<file path="config.mk">
export PLATFORM = sky130hd
export DESIGN_NAME = tte_ctrl
export DESIGN_NICKNAME = d
export VERILOG_FILES = /design/src/hdl/tte_pkg.sv /design/src/hdl/tte_ctrl.sv
export SDC_FILE = /design/constraint.sdc
export NUM_CORES = 1
export LEC_CHECK = 0
export BUFFER_PORTS_ARGS = -buffer_cell sky130_fd_sc_hd__buf_4
export CORE_MARGIN = 2
export CORE_UTILIZATION = 49
export DETAILED_ROUTE_END_ITERATION = 8
export HOLD_SLACK_MARGIN = 0.12
export PLACE_DENSITY = 0.82
export SYNTH_ARGS = -nofsm -noshare
export SYNTH_HDL_FRONTEND = slang
export SYNTH_SLANG_ARGS = --single-unit
</file>
<file path="constraint.sdc">
create_clock -name clk_i -period 2.7 [get_ports clk_i]
set_clock_uncertainty 0.05 [all_clocks]
set_input_delay 0.54 -clock clk_i [delete_from_list [all_inputs] [get_ports clk_i]]
set_output_delay 0.54 -clock clk_i [all_outputs]
set_load 0.01 [all_outputs]
</file>
<file path="src/hdl/tte_pkg.sv">
// ----------------------------------------------------------------------------
// Text terminal cell engine package
// Shared constants, codes and types of the character-cell screen engine.
// ----------------------------------------------------------------------------
package tte_pkg;

  localparam int unsigned MAX_COLS  = 128;
  localparam int unsigned MAX_ROWS  = 32;
  localparam int unsigned ATTR_BITS = 8;
  localparam int unsigned TAB_STOP  = 8;   // power of two
  localparam int unsigned TAB_BITS  = $clog2(TAB_STOP);
  localparam int unsigned CELLS     = MAX_COLS * MAX_ROWS;
  localparam int unsigned ADDR_W    = $clog2(CELLS);
  localparam int unsigned CELL_W    = 8 + ATTR_BITS;

  // Item kinds.
  localparam logic [2:0] KIND_BYTE   = 3'd0;
  localparam logic [2:0] KIND_ERASE  = 3'd1;
  localparam logic [2:0] KIND_DELETE = 3'd2;
  localparam logic [2:0] KIND_INSERT = 3'd3;
  localparam logic [2:0] KIND_READ   = 3'd4;

  // Character codes.
  localparam logic [7:0] CODE_BS    = 8'd8;
  localparam logic [7:0] CODE_TAB   = 8'd9;
  localparam logic [7:0] CODE_LF    = 8'd10;
  localparam logic [7:0] CODE_CR    = 8'd13;
  localparam logic [7:0] CODE_SPACE = 8'd32;

  // Configuration register indexes.
  localparam logic [2:0] CFG_COLUMNS      = 3'd0;
  localparam logic [2:0] CFG_ROWS         = 3'd1;
  localparam logic [2:0] CFG_REGION_TOP   = 3'd2;
  localparam logic [2:0] CFG_REGION_BOT   = 3'd3;
  localparam logic [2:0] CFG_CUR_ATTR     = 3'd4;
  localparam logic [2:0] CFG_BLANK_ATTR   = 3'd5;

  localparam logic [7:0] RST_ATTR = 8'd7;
  localparam logic [CELL_W-1:0] CLEAR_CELL = {RST_ATTR[ATTR_BITS-1:0], CODE_SPACE};

  typedef struct packed {
    logic [7:0] columns;
    logic [5:0] rows;
    logic [4:0] region_top;
    logic [5:0] region_bottom;
    logic [7:0] current_attribute;
    logic [7:0] blank_attribute;
  } cfg_t;

  typedef struct packed {
    logic [2:0] kind;
    logic [7:0] byte_in;
    logic [6:0] from_col;
    logic [4:0] from_row;
    logic [7:0] to_col;
    logic [5:0] to_row;
    logic [4:0] line_index;
  } item_t;

  typedef struct packed {
    logic [6:0] cursor_col;
    logic [4:0] cursor_row;
    logic [7:0] cell_char;
    logic [7:0] cell_attr;
  } res_t;

  typedef enum logic [3:0] {
    ACT_NONE, ACT_CR, ACT_LF, ACT_BS, ACT_WRITE,
    ACT_ERASE, ACT_DELETE, ACT_INSERT, ACT_READ
  } act_e;

  typedef enum logic [2:0] {
    JOB_WRITE, JOB_UP, JOB_BLANK_BOT, JOB_DOWN, JOB_BLANK_LINE, JOB_ERASE, JOB_READ
  } job_e;

  typedef enum logic [3:0] {
    ST_CLEAR, ST_IDLE, ST_PREP, ST_DECODE, ST_LF, ST_LO, ST_HI,
    ST_CLAMP, ST_RUN, ST_READ, ST_DONE
  } state_e;

  typedef struct packed {
    logic take;
    logic prep;
    logic clear_run;
    logic cur_cr;
    logic cur_bs;
    logic cur_adv;
    logic cur_lf;
    logic set_lo;
    logic set_hi;
    logic clamp;
    logic run;
    logic rd_cell;
    logic load_out;
    job_e job;
  } cmd_t;

  typedef struct packed {
    act_e act;
    logic empty;
    logic at_end;
    logic wrap;
    logic scroll;
    logic clear_done;
  } stat_t;

endpackage

</file>
<file path="src/hdl/tte_ctrl.sv">
// ----------------------------------------------------------------------------
// Text terminal cell engine controller
// Sequences one item through decode, range setup and sweeps.
// ----------------------------------------------------------------------------
module tte_ctrl
  import tte_pkg::*;
(
  input  logic  clk_i,
  input  logic  rst_ni,
  input  logic  in_valid_i,
  output logic  in_ready_o,
  output logic  out_valid_o,
  input  logic  out_ready_i,
  input  stat_t stat_i,
  output cmd_t  cmd_o
);

  state_e state_q, state_d;
  job_e   job_q, job_d;
  logic   out_valid_q, out_valid_d;
  logic   finish, slot_free;

  assign finish    = stat_i.empty || stat_i.at_end;
  assign slot_free = !out_valid_q || out_ready_i;

  always_comb begin
    state_d = state_q;
    job_d   = job_q;
    unique case (state_q)
      ST_CLEAR:  if (stat_i.clear_done) state_d = ST_IDLE;
      ST_IDLE:   if (in_valid_i) state_d = ST_PREP;
      ST_PREP:   state_d = ST_DECODE;
      ST_DECODE: begin
        unique case (stat_i.act)
          ACT_LF:     state_d = ST_LF;
          ACT_WRITE:  begin job_d = JOB_WRITE; state_d = ST_LO; end
          ACT_ERASE:  begin job_d = JOB_ERASE; state_d = ST_LO; end
          ACT_DELETE: begin job_d = JOB_UP;    state_d = ST_LO; end
          ACT_INSERT: begin job_d = JOB_DOWN;  state_d = ST_LO; end
          ACT_READ:   begin job_d = JOB_READ;  state_d = ST_LO; end
          default:    state_d = ST_DONE;
        endcase
      end
      ST_LF: begin
        if (stat_i.scroll) begin
          job_d   = JOB_UP;
          state_d = ST_LO;
        end else begin
          state_d = ST_DONE;
        end
      end
      ST_LO:    state_d = (job_q == JOB_READ) ? ST_READ : ST_HI;
      ST_HI:    state_d = (job_q == JOB_ERASE) ? ST_CLAMP : ST_RUN;
      ST_CLAMP: state_d = ST_RUN;
      ST_RUN: begin
        if (finish) begin
          case (job_q)
            JOB_WRITE: state_d = stat_i.wrap ? ST_LF : ST_DONE;
            JOB_UP:    begin job_d = JOB_BLANK_BOT;  state_d = ST_LO; end
            JOB_DOWN:  begin job_d = JOB_BLANK_LINE; state_d = ST_LO; end
            default:   state_d = ST_DONE;
          endcase
        end
      end
      ST_READ: state_d = ST_DONE;
      ST_DONE: if (slot_free) state_d = ST_IDLE;
      default: state_d = ST_IDLE;
    endcase
  end

  always_comb begin
    cmd_o     = '0;
    cmd_o.job = job_q;
    unique case (state_q)
      ST_CLEAR:  cmd_o.clear_run = 1'b1;
      ST_IDLE:   cmd_o.take = in_valid_i;
      ST_PREP:   cmd_o.prep = 1'b1;
      ST_DECODE: begin
        cmd_o.cur_cr = (stat_i.act == ACT_CR);
        cmd_o.cur_bs = (stat_i.act == ACT_BS);
      end
      ST_LF:    cmd_o.cur_lf = 1'b1;
      ST_LO:    cmd_o.set_lo = 1'b1;
      ST_HI:    cmd_o.set_hi = 1'b1;
      ST_CLAMP: cmd_o.clamp = 1'b1;
      ST_RUN: begin
        cmd_o.run     = 1'b1;
        cmd_o.cur_adv = finish && (job_q == JOB_WRITE);
      end
      ST_READ: cmd_o.rd_cell = 1'b1;
      ST_DONE: cmd_o.load_out = slot_free;
      default: cmd_o = '0;
    endcase
  end

  assign out_valid_d = cmd_o.load_out ? 1'b1 : (out_ready_i ? 1'b0 : out_valid_q);

  always_ff @(posedge clk_i or negedge rst_ni) begin
    if (!rst_ni) begin
      state_q     <= ST_CLEAR;
      job_q       <= JOB_WRITE;
      out_valid_q <= 1'b0;
    end else begin
      state_q     <= state_d;
      job_q       <= job_d;
      out_valid_q <= out_valid_d;
    end
  end

  assign in_ready_o  = (state_q == ST_IDLE);
  assign out_valid_o = out_valid_q;

endmodule
</file>
# Word-level counts from Yosys, hierarchy flattened
# Index checks and enable logic that the tools add are counted.
# op_classes
eq_ne,29
n_reduce_logical,13
mux,31
# ops
cell,count
case mux 4 bit (11 select lines),1
"equality test 4 x 3 -> 1 bit, second input constant",8
two-way mux 4 bit,8
"equality test 4 x 2 -> 1 bit, second input constant",4
"equality test 4 bit, second input constant",4
case mux 4 bit (2 select lines),2
case mux 3 bit (5 select lines),1
two-way mux 1 bit,13
OR reduction 11 bit,1
"inequality test 2 bit, second input constant",5
two-way mux 3 bit,3
case mux 3 bit (3 select lines),1
"equality test 4 x 1 -> 1 bit, second input constant",2
"equality test 3 bit, second input constant",2
"inequality test 6 x 1 -> 1 bit, second input constant",1
case mux 3 bit (2 select lines),1
AND reduction 5 bit,1
OR reduction 5 bit,1
logical NOT 4 bit,1
AND reduction 4 bit,1
"equality test 3 x 1 -> 1 bit, second input constant",1
"equality test 3 x 2 -> 1 bit, second input constant",1
logical NOT 3 bit,1
"inequality test 3 x 1 -> 1 bit, second input constant",1
7 further kinds,8
# word_totals
out_inout_bits,18
register_bits,8

# Longest topological paths before layout
# logic_depth
ltp_word,5
ltp_mapped,6

# Worst setup path before layout
# No wires, ideal clock.
# synth_path
path_type,register -> output
start,register state_q[2]
end,output cmd_o[10] in the netlist's numbering
t_arrival_ns,1.750
required_ns,2.110
slack_ns,0.360
stages_incl_launch_ff,5
path_cell_list,dfrtp_1 -> buf_2 -> nor4b_2 -> and2_1 -> nor4b_1
# synth_rtl
item,line_no,source
start: declaration,tte_ctrl.sv:18,"state_e state_q, state_d;"
start signal: assignment,tte_ctrl.sv:104,state_q <= state_d;
end: declaration,tte_ctrl.sv:15,output cmd_t cmd_o

==> metrics.md <==
| Metric | Value |
|---|---|
| Status | `complete, no violations` |
| Post-DP HPWL | `1780 um` |
| Final instance area | `1180 um^2` |
| DR vias | `986` |
| Slew headroom | `63.4%` |
| Switching pwr | `0.454 mW` |
| Hold Path Depth | `2` |
| Reg clk slew, reported paths | `0.06 ns` |
| Total gr overflow | `0` |
| Synth cell count leaders | `nor2_1, o21ai_0, dfrtp_1` |
| Detailed-router iteration count before antenna repair | `4` |
| Post-DRT Antenna Nets | `0` |
| Clock tree sinks | `8` |
| Die ar. | `2240 um^2` |
| Crit end category | `output pin` |
| Crit path kind | `reg2out` |
| Fmax | `399 MHz` |
| PwrDens | `826 nW/um^2` |
| H-tree Lvls | `1` |
| Post-CTS setup buffer count | `0` |
| Count leader, synth | `nor2_1` |
| CTS tree | `built` |
| Final setup viols | `0` |
| Filler cells | `175` |
| Final hold violation count | `0` |
| Max FO, Critical Path | `18` |
| Mapped Area | `922 um^2` |
| Starting Density | `52.8%` |
| Largest net degree at the start of global routing | `19` |
| Final WL | `2360 um` |
| Seq cells post-synth | `8` |
| Iter 0 DRT Violations | `34` |
| Post-synth ARST share | `100%` |
| Crit Reg-Reg Startpoint | `state_q[2]$_DFFE_PN0P_` |
| Inserted Diodes | `0` |
| Crit path time final | `2.50 ns` |
| Cell taking the most area after synthesis | `dfrtp_1` |
| First-pass GRT wire length | `3810 um` |
| Final nets | `160` |
| FP Rows | `15` |
| Min-delay worst type | `reg2reg` |
| Worst Setup SP | `state_q[2]$_DFFE_PN0P_` |
| Maximum VDD drop | `405 uV` |
| RePlAce Congestion | `0.810` |
| Worst EP required | `2.11 ns` |
| Setup WS pre-CTS | `0.357 ns` |
| Placed Cells | `166` |
| Mapped Cells | `120` |
| Total power | `0.974 mW` |
| Initial antenna violation count | `0` |
| Layout Utilization | `67.5%` |
| Post-synthesis sequential area ratio | `21.7%` |
| Net Sw Frac | `46.7%` |
| Core Box Area | `1750 um^2` |
| Clock power share | `9.5%` |
| Vias in the first global route | `881` |
| Root Driver | `clkbuf_4` |
| Slew Limit Fails | `0` |
| Period utilization | `92.7%` |
| Post-Layout Cell Count | `170` |
| Die height | `47.4 um` |
| Avg Inst Size Synth | `7.68 um^2` |
| Share of cells above drive strength 1 | `28.3%` |
| DRC errors left | `0` |
| Top_reg_cell synth | `dfrtp_1` |
| WL/cell | `13.9 um` |
| GRT Overall Usage | `24.0%` |
| Top cells by area, synth | `dfrtp_1, o21ai_0, and2_1` |
| Final worst setup slack | `0.197 ns` |
| Die X | `47.4 um` |
| Reg power frac | `32.4%` |
| Synth warn | `0` |
| Netlist cell types | `42` |
| Logic gate share of total power | `58.0%` |
| Fin Hold WS | `0.490 ns` |
| CTS Buffer Depth | `2` |
| Post-synth EDFFs | `0` |
| Worst-Margin Slew | `0.549 ns` |
| Clk_lat worst skew | `0.26 ns` |
| Synth top area share | `21.7%` |
| Max-Cap Viols | `0` |
| Reg2reg path depth | `3` |
| CP arrival | `1.91 ns` |
| Via/cell ratio | `5.80` |
| RR Endpoint | `job_q[0]$_DFFE_PN0P_` |
| Leak | `0.515 nW` |
| Setup TNS | `0 ns` |
| Number of buffers created by CTS | `3` |
| Int Pwr | `0.519 mW` |
| Flop-to-flop setup slack | `0.53 ns` |
| RSZ-0062 raised after global routing | `false` |
| Worst setup endpoint | `cmd_o[10]` |
| Type of origin of the critical path | `register` |
| Ports | `31` |
| Net count after synthesis | `133` |
| IO buf count | `30` |
| Placed cell area | `1140 um^2` |
| Area Overhead vs Synth | `27.8%` |
==> per-layer routing <==
layer / vias up / track usage, % / wire, um
met2: 34 / 44.9 / 1220
met1: 448 / 28.0 / 979
li1: 499 / - / -
met5: - / 0 / 0
met3: 5 / 3.46 / 129
met4: 0 / 6.67 / 31
==> sequential cells by signal (all words and copies together), names as in the netlist <==
name,flops
state_q,4
job_q,3
out_valid_o,1
==> worst min path at each step <==
| stage | startpoint | to | slack, ns |
|---|---|---|---|
| 3_5_place_dp | rst_ni | job_q[1]$_DFFE_PN0P_ | 0.31 |
| 3_3_place_gp | rst_ni | job_q[2]$_DFFE_PN0P_ | 0.31 |
| 2_1_floorplan | rst_ni | job_q[0]$_DFFE_PN0P_ | 0.19 |
| 4_1_cts | out_valid_o$_DFFE_PN0P_ | out_valid_o$_DFFE_PN0P_ | 0.50 |
| 5_1_grt | out_valid_o$_DFFE_PN0P_ | out_valid_o$_DFFE_PN0P_ | 0.56 |
| 6_report | out_valid_o$_DFFE_PN0P_ | out_valid_o$_DFFE_PN0P_ | 0.49 |
==> power groups by stage <==
stage,clock network (mW),logic (mW),registers (mW)
finish,0.0929,0.565,0.316
global route,0.0997,0.621,0.334
CTS,0.0937,0.561,0.312
detailed placement,0,0.558,0.313
global placement,0,0.550,0.306
floorplan,0,0.496,0.189
==> placed cells by master (no fill, tap or decap), types with 2 or more instances in the layout <==
master,synthesis,final
and2_1,6,6
nor3_1,4,4
o21ai_0,9,9
nand2_1,7,7
dfrtp_1,8,8
nor2_1,10,10
nor2b_1,4,4
mux2_4,2,2
nor4b_2,2,2
o211ai_1,3,3
a211oi_1,2,2
a31oi_1,4,4
nand2b_1,5,5
clkbuf_4,0,3
mux2i_1,2,2
buf_4,1,31
nand3b_1,3,3
nor3b_1,3,3
inv_1,7,7
a21o_1,3,3
nor4b_1,2,2
o31ai_1,2,2
a21oi_1,3,3
==> worst max-delay path: stages (launching register included) <==
cell	delay, ns
dfrtp_1	0.57
nor4b_2	0.41
and2_1	0.23
nor4b_1	0.27
buf_4	0.18
==> final cells by class <==
class	count	area, um^2	area share (%)
Clock buffer	3	22.5	1.91
Inverter	7	26.3	2.23
Multi-Input combinational cell	95	656	55.6
Sequential cell	8	200	17.0
Tap cell	25	31.3	2.65
Timing Repair Buffer	32	243	20.6
==> kinds of logic (layout without fill, tap and decap cells) <==
group | after synthesis | count (layout) | share of synthesized area (%)
and+or+nand+nor | 56 | 56 | 39.1
DFF | 8 | 8 | 21.7
buffers and inverters | 17 | 42 | 7.87
AOI/OAI and AO/OA | 35 | 35 | 25.9
muxes | 4 | 4 | 5.43
==> what timing repair did <==
| action | 4_1_cts | 5_1_grt |
|---|---|---|
| endpoints found under the setup margin | 0 | 2 |
| resized for setup | 0 | 1 |
| endpoints found under the hold margin | 8 | 0 |
| hold buffers | 1 | 0 |
Power figures use the tool's default switching activity.
